**src/rtl/assert_macros.svh**
```systemverilog
// Assertion helpers shared by the RTL.
// Each macro expands to a labeled concurrent assertion in simulation and to
// nothing in synthesis.
`ifndef ASSERT_MACROS_SVH
`define ASSERT_MACROS_SVH

`ifndef SYNTHESIS

// cond must hold at every clock edge out of reset
`define ASSERT_ALWAYS(lbl, clk, rst, cond) \
  lbl: assert property (@(posedge clk) disable iff (rst) (cond)) \
    else $error("assertion failed: lbl");

// trig in a cycle requires cond in the same cycle
`define ASSERT_IMPLIES(lbl, clk, rst, trig, cond) \
  lbl: assert property (@(posedge clk) disable iff (rst) (trig) |-> (cond)) \
    else $error("assertion failed: lbl");

// trig in a cycle requires cond in the following cycle
`define ASSERT_NEXT(lbl, clk, rst, trig, cond) \
  lbl: assert property (@(posedge clk) disable iff (rst) (trig) |=> (cond)) \
    else $error("assertion failed: lbl");

`else

`define ASSERT_ALWAYS(lbl, clk, rst, cond)
`define ASSERT_IMPLIES(lbl, clk, rst, trig, cond)
`define ASSERT_NEXT(lbl, clk, rst, trig, cond)

`endif

`endif

```
**src/rtl/orb_pkg.sv**
```systemverilog
package orb_pkg;

  localparam int ELEM_WIDTH = 32;
  localparam int CW         = 5;   // capacity and count
  localparam int OFF_W      = 4;

  localparam logic [CW-1:0] CAP_RESET = 5'd16;

  typedef enum logic [1:0] {
    KIND_PUT       = 2'd0,
    KIND_GET       = 2'd1,
    KIND_PEEK_OLD  = 2'd2,
    KIND_PEEK_BACK = 2'd3
  } kind_t;

  typedef enum logic [1:0] {
    ST_OK      = 2'd0,
    ST_EMPTY   = 2'd1,
    ST_RANGE   = 2'd2,
    ST_DROPPED = 2'd3
  } status_t;

  typedef struct packed {
    kind_t                 kind;
    logic [ELEM_WIDTH-1:0] write_data;
    logic [OFF_W-1:0]      offset;
  } in_word_t;

  typedef struct packed {
    logic [ELEM_WIDTH-1:0] read_data;
    status_t               status;
    logic [CW-1:0]         count;
    logic                  is_full;
    logic                  is_empty;
  } out_word_t;

  // per-cell strobes decoded by the controller
  typedef struct packed {
    logic wr_sel;
    logic rd_sel;
  } cell_ctl_t;

endpackage

```
**src/rtl/orb_cell.sv**
```systemverilog
module orb_cell (
  input  logic                           clk,
  input  orb_pkg::cell_ctl_t             ctl,
  input  logic [orb_pkg::ELEM_WIDTH-1:0] wr_data,
  input  logic [orb_pkg::ELEM_WIDTH-1:0] chain_in,
  output logic [orb_pkg::ELEM_WIDTH-1:0] chain_out
);

  logic [orb_pkg::ELEM_WIDTH-1:0] slot;
  logic [orb_pkg::ELEM_WIDTH-1:0] chain_q;

  // store on a put; insert own slot into the read chain when selected,
  // else pass the upstream word along
  always_ff @(posedge clk) begin
    if (ctl.wr_sel) begin
      slot <= wr_data;
    end
    chain_q <= ctl.rd_sel ? slot : chain_in;
  end

  assign chain_out = chain_q;

endmodule

```
**src/rtl/overwrite_ring_buffer_unit.sv**
```systemverilog
// Channel   Dir  Handshake               Payload
// in        in   in_valid / in_stall     orb_pkg::in_word_t  (kind, write_data, offset)
// out       out  out_valid / out_stall   orb_pkg::out_word_t (read_data, status, count,
//                                                             is_full, is_empty)
// cfg       in   cfg_valid / cfg_ready   capacity (5 bits)
//
// A put, or any operation that ends in an error status, goes from accept to
//   S_DONE and back to idle; a get or a peek first passes through S_READ, where
//   the read chain carries the selected slot from its cell to the chain end.
// One operation is in work at a time; a finished word waits in the output
//   register while the next operation is accepted and worked on.
// Reset (rst, synchronous) empties the buffer and sets the capacity to 16
//   (or DEPTH if smaller); slot contents are not cleared.
// A stall on out holds the output word; the pending result then waits in the
//   result register and in_stall stays high until the output frees up.
`include "assert_macros.svh"

module overwrite_ring_buffer_unit #(
  parameter int DEPTH = 16
) (
  input  logic                          clk,
  input  logic                          rst,
  input  logic                          in_valid,
  output logic                          in_stall,
  input  orb_pkg::in_word_t             in_data,
  output logic                          out_valid,
  input  logic                          out_stall,
  output orb_pkg::out_word_t            out_data,
  input  logic                          cfg_valid,
  output logic                          cfg_ready,
  input  logic [orb_pkg::CW-1:0]        cfg_data
);

  localparam int CW = orb_pkg::CW;
  localparam int PW = $clog2(DEPTH);      // slot pointer
  localparam int WW = $clog2(DEPTH + 1);  // chain wait counter

  typedef enum logic [2:0] {
    S_IDLE = 3'b001,
    S_READ = 3'b010,
    S_DONE = 3'b100
  } state_t;

  // Clamp a written capacity: zero acts as one, anything above DEPTH as DEPTH.
  function automatic logic [CW-1:0] clamp_cap(input logic [CW-1:0] c);
    logic [CW-1:0] r;
    if (c == '0) begin
      r = CW'(1);
    end else if (int'(c) > DEPTH) begin
      r = CW'(DEPTH);
    end else begin
      r = c;
    end
    return r;
  endfunction

  // ---------------------------------------------------------------------------
  // Control registers
  // ---------------------------------------------------------------------------
  state_t          state;
  logic [CW-1:0]   cap_eff;   // effective capacity, already clamped
  logic [PW-1:0]   wp;        // next slot to write
  logic [PW-1:0]   rp;        // oldest element
  logic [CW-1:0]   cnt;       // stored elements
  logic [WW-1:0]   wait_cnt;

  // payload registers
  logic [PW-1:0]       rd_idx;
  orb_pkg::out_word_t  res;

  logic in_fire, cfg_fire, out_free;

  assign in_stall  = (state != S_IDLE);
  assign cfg_ready = 1'b1;
  assign in_fire   = in_valid && !in_stall;
  assign cfg_fire  = cfg_valid && cfg_ready;
  assign out_free  = !out_valid || !out_stall;

  // ---------------------------------------------------------------------------
  // Operation decode, evaluated on the accepted word
  // ---------------------------------------------------------------------------
  logic [CW-1:0] wp_w, rp_w, wp_inc, rp_inc, wp_adv, rp_adv;
  logic [CW-1:0] back, idx_back;
  logic          is_full_now, is_empty_now;

  logic [PW-1:0]    wp_next, rp_next, rd_idx_next;
  logic [CW-1:0]    cnt_next;
  orb_pkg::status_t status_next;
  logic             need_read, put_we;

  assign wp_w   = CW'(wp);
  assign rp_w   = CW'(rp);
  assign wp_inc = wp_w + CW'(1);
  assign rp_inc = rp_w + CW'(1);
  // advance with wrap at the effective capacity
  assign wp_adv = (wp_inc >= cap_eff) ? '0 : wp_inc;
  assign rp_adv = (rp_inc >= cap_eff) ? '0 : rp_inc;

  assign is_full_now  = (cnt == cap_eff);
  assign is_empty_now = (cnt == '0);

  // slot that lies offset places back from the newest; wraps through the
  // effective capacity, modular arithmetic keeps the narrow sum correct
  assign back     = CW'(in_data.offset) + CW'(1);
  assign idx_back = (wp_w >= back) ? (wp_w - back) : (cap_eff + wp_w - back);

  always_comb begin
    wp_next     = wp;
    rp_next     = rp;
    cnt_next    = cnt;
    rd_idx_next = rp;
    status_next = orb_pkg::ST_OK;
    need_read   = 1'b0;
    put_we      = 1'b0;
    case (in_data.kind)
      orb_pkg::KIND_PUT: begin
        put_we  = 1'b1;
        wp_next = PW'(wp_adv);
        if (is_full_now) begin
          // drop the oldest to make room; count stays at capacity
          rp_next     = PW'(rp_adv);
          status_next = orb_pkg::ST_DROPPED;
        end else begin
          cnt_next = cnt + CW'(1);
        end
      end
      orb_pkg::KIND_GET: begin
        if (is_empty_now) begin
          status_next = orb_pkg::ST_EMPTY;
        end else begin
          rd_idx_next = rp;
          rp_next     = PW'(rp_adv);
          cnt_next    = cnt - CW'(1);
          need_read   = 1'b1;
        end
      end
      orb_pkg::KIND_PEEK_OLD: begin
        if (is_empty_now) begin
          status_next = orb_pkg::ST_EMPTY;
        end else begin
          rd_idx_next = rp;
          need_read   = 1'b1;
        end
      end
      orb_pkg::KIND_PEEK_BACK: begin
        if (is_empty_now) begin
          status_next = orb_pkg::ST_EMPTY;
        end else if (CW'(in_data.offset) >= cnt) begin
          status_next = orb_pkg::ST_RANGE;
        end else begin
          rd_idx_next = PW'(idx_back);
          need_read   = 1'b1;
        end
      end
      default: begin
        status_next = orb_pkg::ST_OK;
      end
    endcase
  end

  // ---------------------------------------------------------------------------
  // Cell chain: slot i lives in cell i; the read word ripples toward the end
  // ---------------------------------------------------------------------------
  logic [orb_pkg::ELEM_WIDTH-1:0] chain [DEPTH+1];

  assign chain[0] = '0;

  for (genvar i = 0; i < DEPTH; i++) begin : g_cell
    orb_pkg::cell_ctl_t ctl;
    assign ctl.wr_sel = in_fire && put_we && (wp == PW'(i));
    assign ctl.rd_sel = (rd_idx == PW'(i));

    orb_cell u_cell (
      .clk       (clk),
      .ctl       (ctl),
      .wr_data   (in_data.write_data),
      .chain_in  (chain[i]),
      .chain_out (chain[i+1])
    );
  end

  // ---------------------------------------------------------------------------
  // Sequencer and pointers
  // ---------------------------------------------------------------------------
  always_ff @(posedge clk) begin
    if (rst) begin
      state     <= S_IDLE;
      cap_eff   <= clamp_cap(orb_pkg::CAP_RESET);
      wp        <= '0;
      rp        <= '0;
      cnt       <= '0;
      wait_cnt  <= '0;
      out_valid <= 1'b0;
    end else begin
      // a capacity write empties the buffer; slot contents stay
      if (cfg_fire) begin
        cap_eff <= clamp_cap(cfg_data);
        wp      <= '0;
        rp      <= '0;
        cnt     <= '0;
      end else if (in_fire) begin
        wp  <= wp_next;
        rp  <= rp_next;
        cnt <= cnt_next;
      end

      case (state)
        S_IDLE: begin
          if (in_fire) begin
            wait_cnt <= '0;
            state    <= need_read ? S_READ : S_DONE;
          end
        end
        S_READ: begin
          // hold rd_idx until the selected slot reaches the chain end
          wait_cnt <= wait_cnt + WW'(1);
          if (wait_cnt == WW'(DEPTH)) begin
            state <= S_DONE;
          end
        end
        S_DONE: begin
          if (out_free) begin
            state <= S_IDLE;
          end
        end
        default: begin
          state <= S_IDLE;
        end
      endcase

      if (state == S_DONE && out_free) begin
        out_valid <= 1'b1;
      end else if (out_valid && !out_stall) begin
        out_valid <= 1'b0;
      end
    end
  end

  // result and output words
  always_ff @(posedge clk) begin
    if (state == S_IDLE && in_fire) begin
      rd_idx        <= rd_idx_next;
      res.read_data <= '0;
      res.status    <= status_next;
      res.count     <= cnt_next;
      res.is_full   <= (cnt_next == cap_eff);
      res.is_empty  <= (cnt_next == '0);
    end
    if (state == S_READ && wait_cnt == WW'(DEPTH)) begin
      res.read_data <= chain[DEPTH];
    end
    if (state == S_DONE && out_free) begin
      out_data <= res;
    end
  end

  // ---------------------------------------------------------------------------
  // Assertions
  // ---------------------------------------------------------------------------
  `ASSERT_ALWAYS(a_cnt_le_cap, clk, rst, cnt <= cap_eff)
  `ASSERT_ALWAYS(a_ptr_in_range, clk, rst, (CW'(wp) < cap_eff) && (CW'(rp) < cap_eff))
  `ASSERT_IMPLIES(a_out_flags, clk, rst, out_valid, !(out_data.is_full && out_data.is_empty))
  `ASSERT_NEXT(a_read_ends, clk, rst, (state == S_READ) && (wait_cnt == WW'(DEPTH)), state == S_DONE)

endmodule
```
**config.mk**
```make
export PLATFORM = sky130hd
export DESIGN_NAME = overwrite_ring_buffer_unit
export DESIGN_NICKNAME = d
export VERILOG_FILES = /design/src/rtl/orb_pkg.sv /design/src/rtl/orb_cell.sv /design/src/rtl/overwrite_ring_buffer_unit.sv
export VERILOG_INCLUDE_DIRS = /design/src /design/src/rtl
export SDC_FILE = /design/constraint.sdc
export NUM_CORES = 1
export LEC_CHECK = 0
export ABC_AREA = 1
export BUFFER_PORTS_ARGS = -buffer_cell sky130_fd_sc_hd__buf_4
export CORE_ASPECT_RATIO = 1.1
export CORE_UTILIZATION = 42
export DETAILED_ROUTE_END_ITERATION = 8
export GPL_TIMING_DRIVEN = 1
export PLACE_DENSITY = 0.68
export SYNTH_ARGS = -nofsm -noshare
export SYNTH_HDL_FRONTEND = slang
export SYNTH_HIERARCHICAL = 1
export SYNTH_SLANG_ARGS = --single-unit
```
**constraint.sdc**
```tcl
create_clock -name clk -period 5 [get_ports clk]
set_input_delay 0.25 -clock clk [delete_from_list [all_inputs] [get_ports clk]]
set_output_delay 0.25 -clock clk [all_outputs]
set_load 0.05 [all_outputs]
```
==> flow_summary_export.csv <==
group,metric,value,unit
logic_synthesis,yosys.area_share.xor_xnor,0.00425,
worst_setup_path,reg2reg_depth,5,
global_routing,grt_max_degree,42,
detailed_routing,antenna_left,0,
power,ir_drop,347,uV
detailed_routing,drc_errors,0,
timing,rsz0062_at_grt,"false",
logic_synthesis,yosysSeqAreaShare,0.734,
clock_tree,clkLatencyLatePin,660,ps
finish,stdcell_area,44400,sq um
power,powerDensity,460,nW/um^2
clock_tree,cts_buffer_depth,3,
detailed_routing,drt_wl_total,59100,um
worst_setup_path,critPathArrivalTime,3270,ps
clock_tree,cts_tree,"built",
logic_synthesis,avgSynthCellArea,12.0,sq um
clock_tree,htreeDepth,3,
global_routing,antenna_found_initial,0,
floorplanning,die_h,322,um
worst_setup_path,endpoint_kind,"flop",
logic_synthesis,synth-adder-area-share,0.0129,
floorplanning,core_region_area,92400,sq um
finish,num_antenna_cells,0,
clock_tree,cts_buffers,107,
timing,drv_slew,0,
worst_setup_path,crit_slowest_cell,"nand2_1",
logic_synthesis,synth_area,39100,sq um
logic_synthesis,synth-simple-area-share,0.184,
floorplanning,rows,117,
detailed_routing,dr.pass1.iters,5,
power,power.leakage,18.4,nW
worst_setup_path,start_kind,"flop",
detailed_routing,initialDrtViolationCount,978,
timing,relSlewSlack,0.238,
global_routing,grt_use_total,0.129,
timing,fmaxAchievable,338,MHz
logic_synthesis,synth-seq-cells,1137,
logic_synthesis,synth_compound_area_frac,0.00930,
logic_synthesis,synth_warnings,6,
detailed_routing,drt-vias-per-instance,4.16,
power,fin_total_pwr,20.4,mW
floorplanning,die_w,293,um
finish,fin_cells,4795,
logic_synthesis,async_flop_share,0,
timing,final_hold_viol_count,0,
worst_setup_path,crit_end,"res[18]",
worst_setup_path,cp-startpoint,"state[1]",
clock_tree,clk_pin_slew,60,ps
finish,layout-drive-gt1-share,0.146,
worst_setup_path,worstSetupPathType,"flop to flop",
timing,hold_slack,140,ps
worst_setup_path,rrSetupSlack,2040,ps
logic_synthesis,synth_top_family_by_area,"simple AND/OR/NAND/NOR gates",
clock_tree,post_cts_buffers,0,
logic_synthesis,synth-edff-count,598,
finish,fillers,8068,
finish,nNetsFinal,3537,
place,hpwl,39400,um
timing,finalCritPeriodShare,0.592,
detailed_routing,vias,19900,
timing,period_needed,2960,ps
finish,area_growth,13.5,%
logic_synthesis,synthDistinctLibCells,46,
timing,fin_skew,24.4,ps
worst_setup_path,reg2reg_to,"res[18]",
global_routing,grt_pass1_vias,19500,
logic_synthesis,synth_cells,3265,
place,io_buffers,90,
floorplanning,die_area,94400,sq um
worst_setup_path,cp_cell_sequence,"inv_1 -> nor3_1 -> nand2_1 -> nand2_1 -> buf_4",
finish,final_util,0.481,
clock_tree,cts.sinks,1137,
hold_path,hold_depth,4,
run,max_cap_violations,0,
clock_tree,cts_root_buffer,"clkbuf_16",
logic_synthesis,muxShareOfSynthArea,0.000256,
place,gp_congestion,0.793,
floorplanning,pin_count,92,
worst_setup_path,crit_required,5320,ps
status,status,"complete, no violations",
worst_setup_path,r2r_start,"state[1]",
worst_setup_path,slowest_delay,870,ps
global_routing,grt_pass1_wl,99000,um
floorplanning,start_util,0.424,
worst_setup_path,crit_fanout,34,
hold_path,hold_class,"input pin to flop",
timing,setup-violations-final,0,
timing,tightest_slew,1140,ps
timing,finalSetupTns,0,ps
place,dpl_worst_slack,2090,ps
worst_setup_path,crit_path_frequent_cell,"nand2_1",
place,post_dp_cell_area,40300,sq um
detailed_routing,wl_per_cell,12.3,um
global_routing,gr-total-overflow,0,
place,dp.cells,4546,
finish,mostFrequentLayoutCell,"nand2_1",
logic_synthesis,synth_top_flop_cell,"edfxtp_1",
finish,most-common-layout-cells,"1465 x nand2_1, 598 x edfxtp_1, 539 x dfxtp_1, 163 x nand2_2, 121 x buf_4",
timing,setup_slack,2040,ps
## state kept, by name, summed over array words and instances, names as in the netlist
| register | flops |
|---|---|
| wp | 4 |
| rp | 4 |
| out_valid | 1 |
| cap_eff | 5 |
| res | 41 |
| state | 3 |
| wait_cnt | 5 |
| g_cell.u_cell/chain_out | 512 |
| cnt | 5 |
| g_cell.u_cell/slot | 512 |
| rd_idx | 4 |
| out_data | 41 |
## power by group
| part | leakage, nW | switching (mW) | total [mW] | internal [mW] |
|---|---|---|---|---|
| sequential | 9.95 | 0.269 | 11.0 | 10.8 |
| combinational | 6.66 | 0.787 | 1.30 | 0.517 |
| clock | 1.80 | 3.32 | 8.10 | 4.78 |
| total | 18.4 | 4.38 | 20.4 | 16.0 |
## critical path: cells and delay by family, from the launching register on
kind / cells / cell delay (ps)
DFF: 1 / 340
and+or+nand+nor: 3 / 1780
buffers and inverters: 2 / 470
## kinds of logic (layout without fill, tap and decap cells)
kind of cell / Yosys count / in the layout
multiplexers: 1 / 1
AND/OR/NAND/NOR: 1769 / 1769
AO/OA/AOI/OAI: 63 / 63
flip-flops: 1137 / 1137
adder cells (fa/ha/maj): 38 / 38
buffers and inverters: 236 / 486
XOR/XNOR: 19 / 19
other: 2 / 33
## routing by layer
layer  vias up  track usage  routed length, um
li1      10800            -                  -
met1      8707        0.169              27900
met2       303        0.215              27500
met3       103       0.0245               2260
met4         0       0.0422               1360
met5         -            0                  0
## what timing repair did
action,4_1_cts,5_1_grt
endpoints found under the hold margin,529,0
resized for setup,0,0
hold buffers,45,0
endpoints found under the setup margin,0,0
## worst min-delay path by stage
| stage | from | end | slack, ps |
|---|---|---|---|
| 6_report | in_valid | cnt[0] | 140 |
| 2_1_floorplan | in_data[4] | g_cell[0].u_cell/slot[0] | 350 |
| 4_1_cts | in_valid | cnt[0] | 100 |
| 5_1_grt | in_valid | res[4] | 120 |
| 3_5_place_dp | g_cell[14].u_cell/chain_out[22] | g_cell[15].u_cell/chain_out[22] | 400 |
| 3_3_place_gp | res[2] | out_data[2] | 400 |
## cell type report
type / count / area, sq um / share of cell area
clock buffer: 164 / 3210 / 0.0722
clock inverter: 40 / 488 / 0.0110
inverter: 116 / 563 / 0.0127
multi-input combinational: 1923 / 8500 / 0.191
sequential: 1137 / 28700 / 0.647
tap: 1249 / 1560 / 0.0352
timing repair buffer: 166 / 1360 / 0.0306
## Yosys cell counts, drive strengths merged, types with 4 or more instances
cell / instances / area [sq um]
nand2: 1628 / 6520
nor3: 9 / 60.1
nand3: 33 / 180
nor2: 83 / 357
clkbuf: 53 / 679
fa: 4 / 80.1
nand4: 14 / 87.6
inv: 116 / 563
buf: 67 / 881
ha: 34 / 425
dfxtp: 539 / 10800
xnor2: 5 / 43.8
a21oi: 24 / 131
o21ai: 22 / 110
xor2: 14 / 123
edfxtp: 598 / 18000
o22ai: 4 / 25.0
No activity file was read; power rests on OpenSTA's default activity.
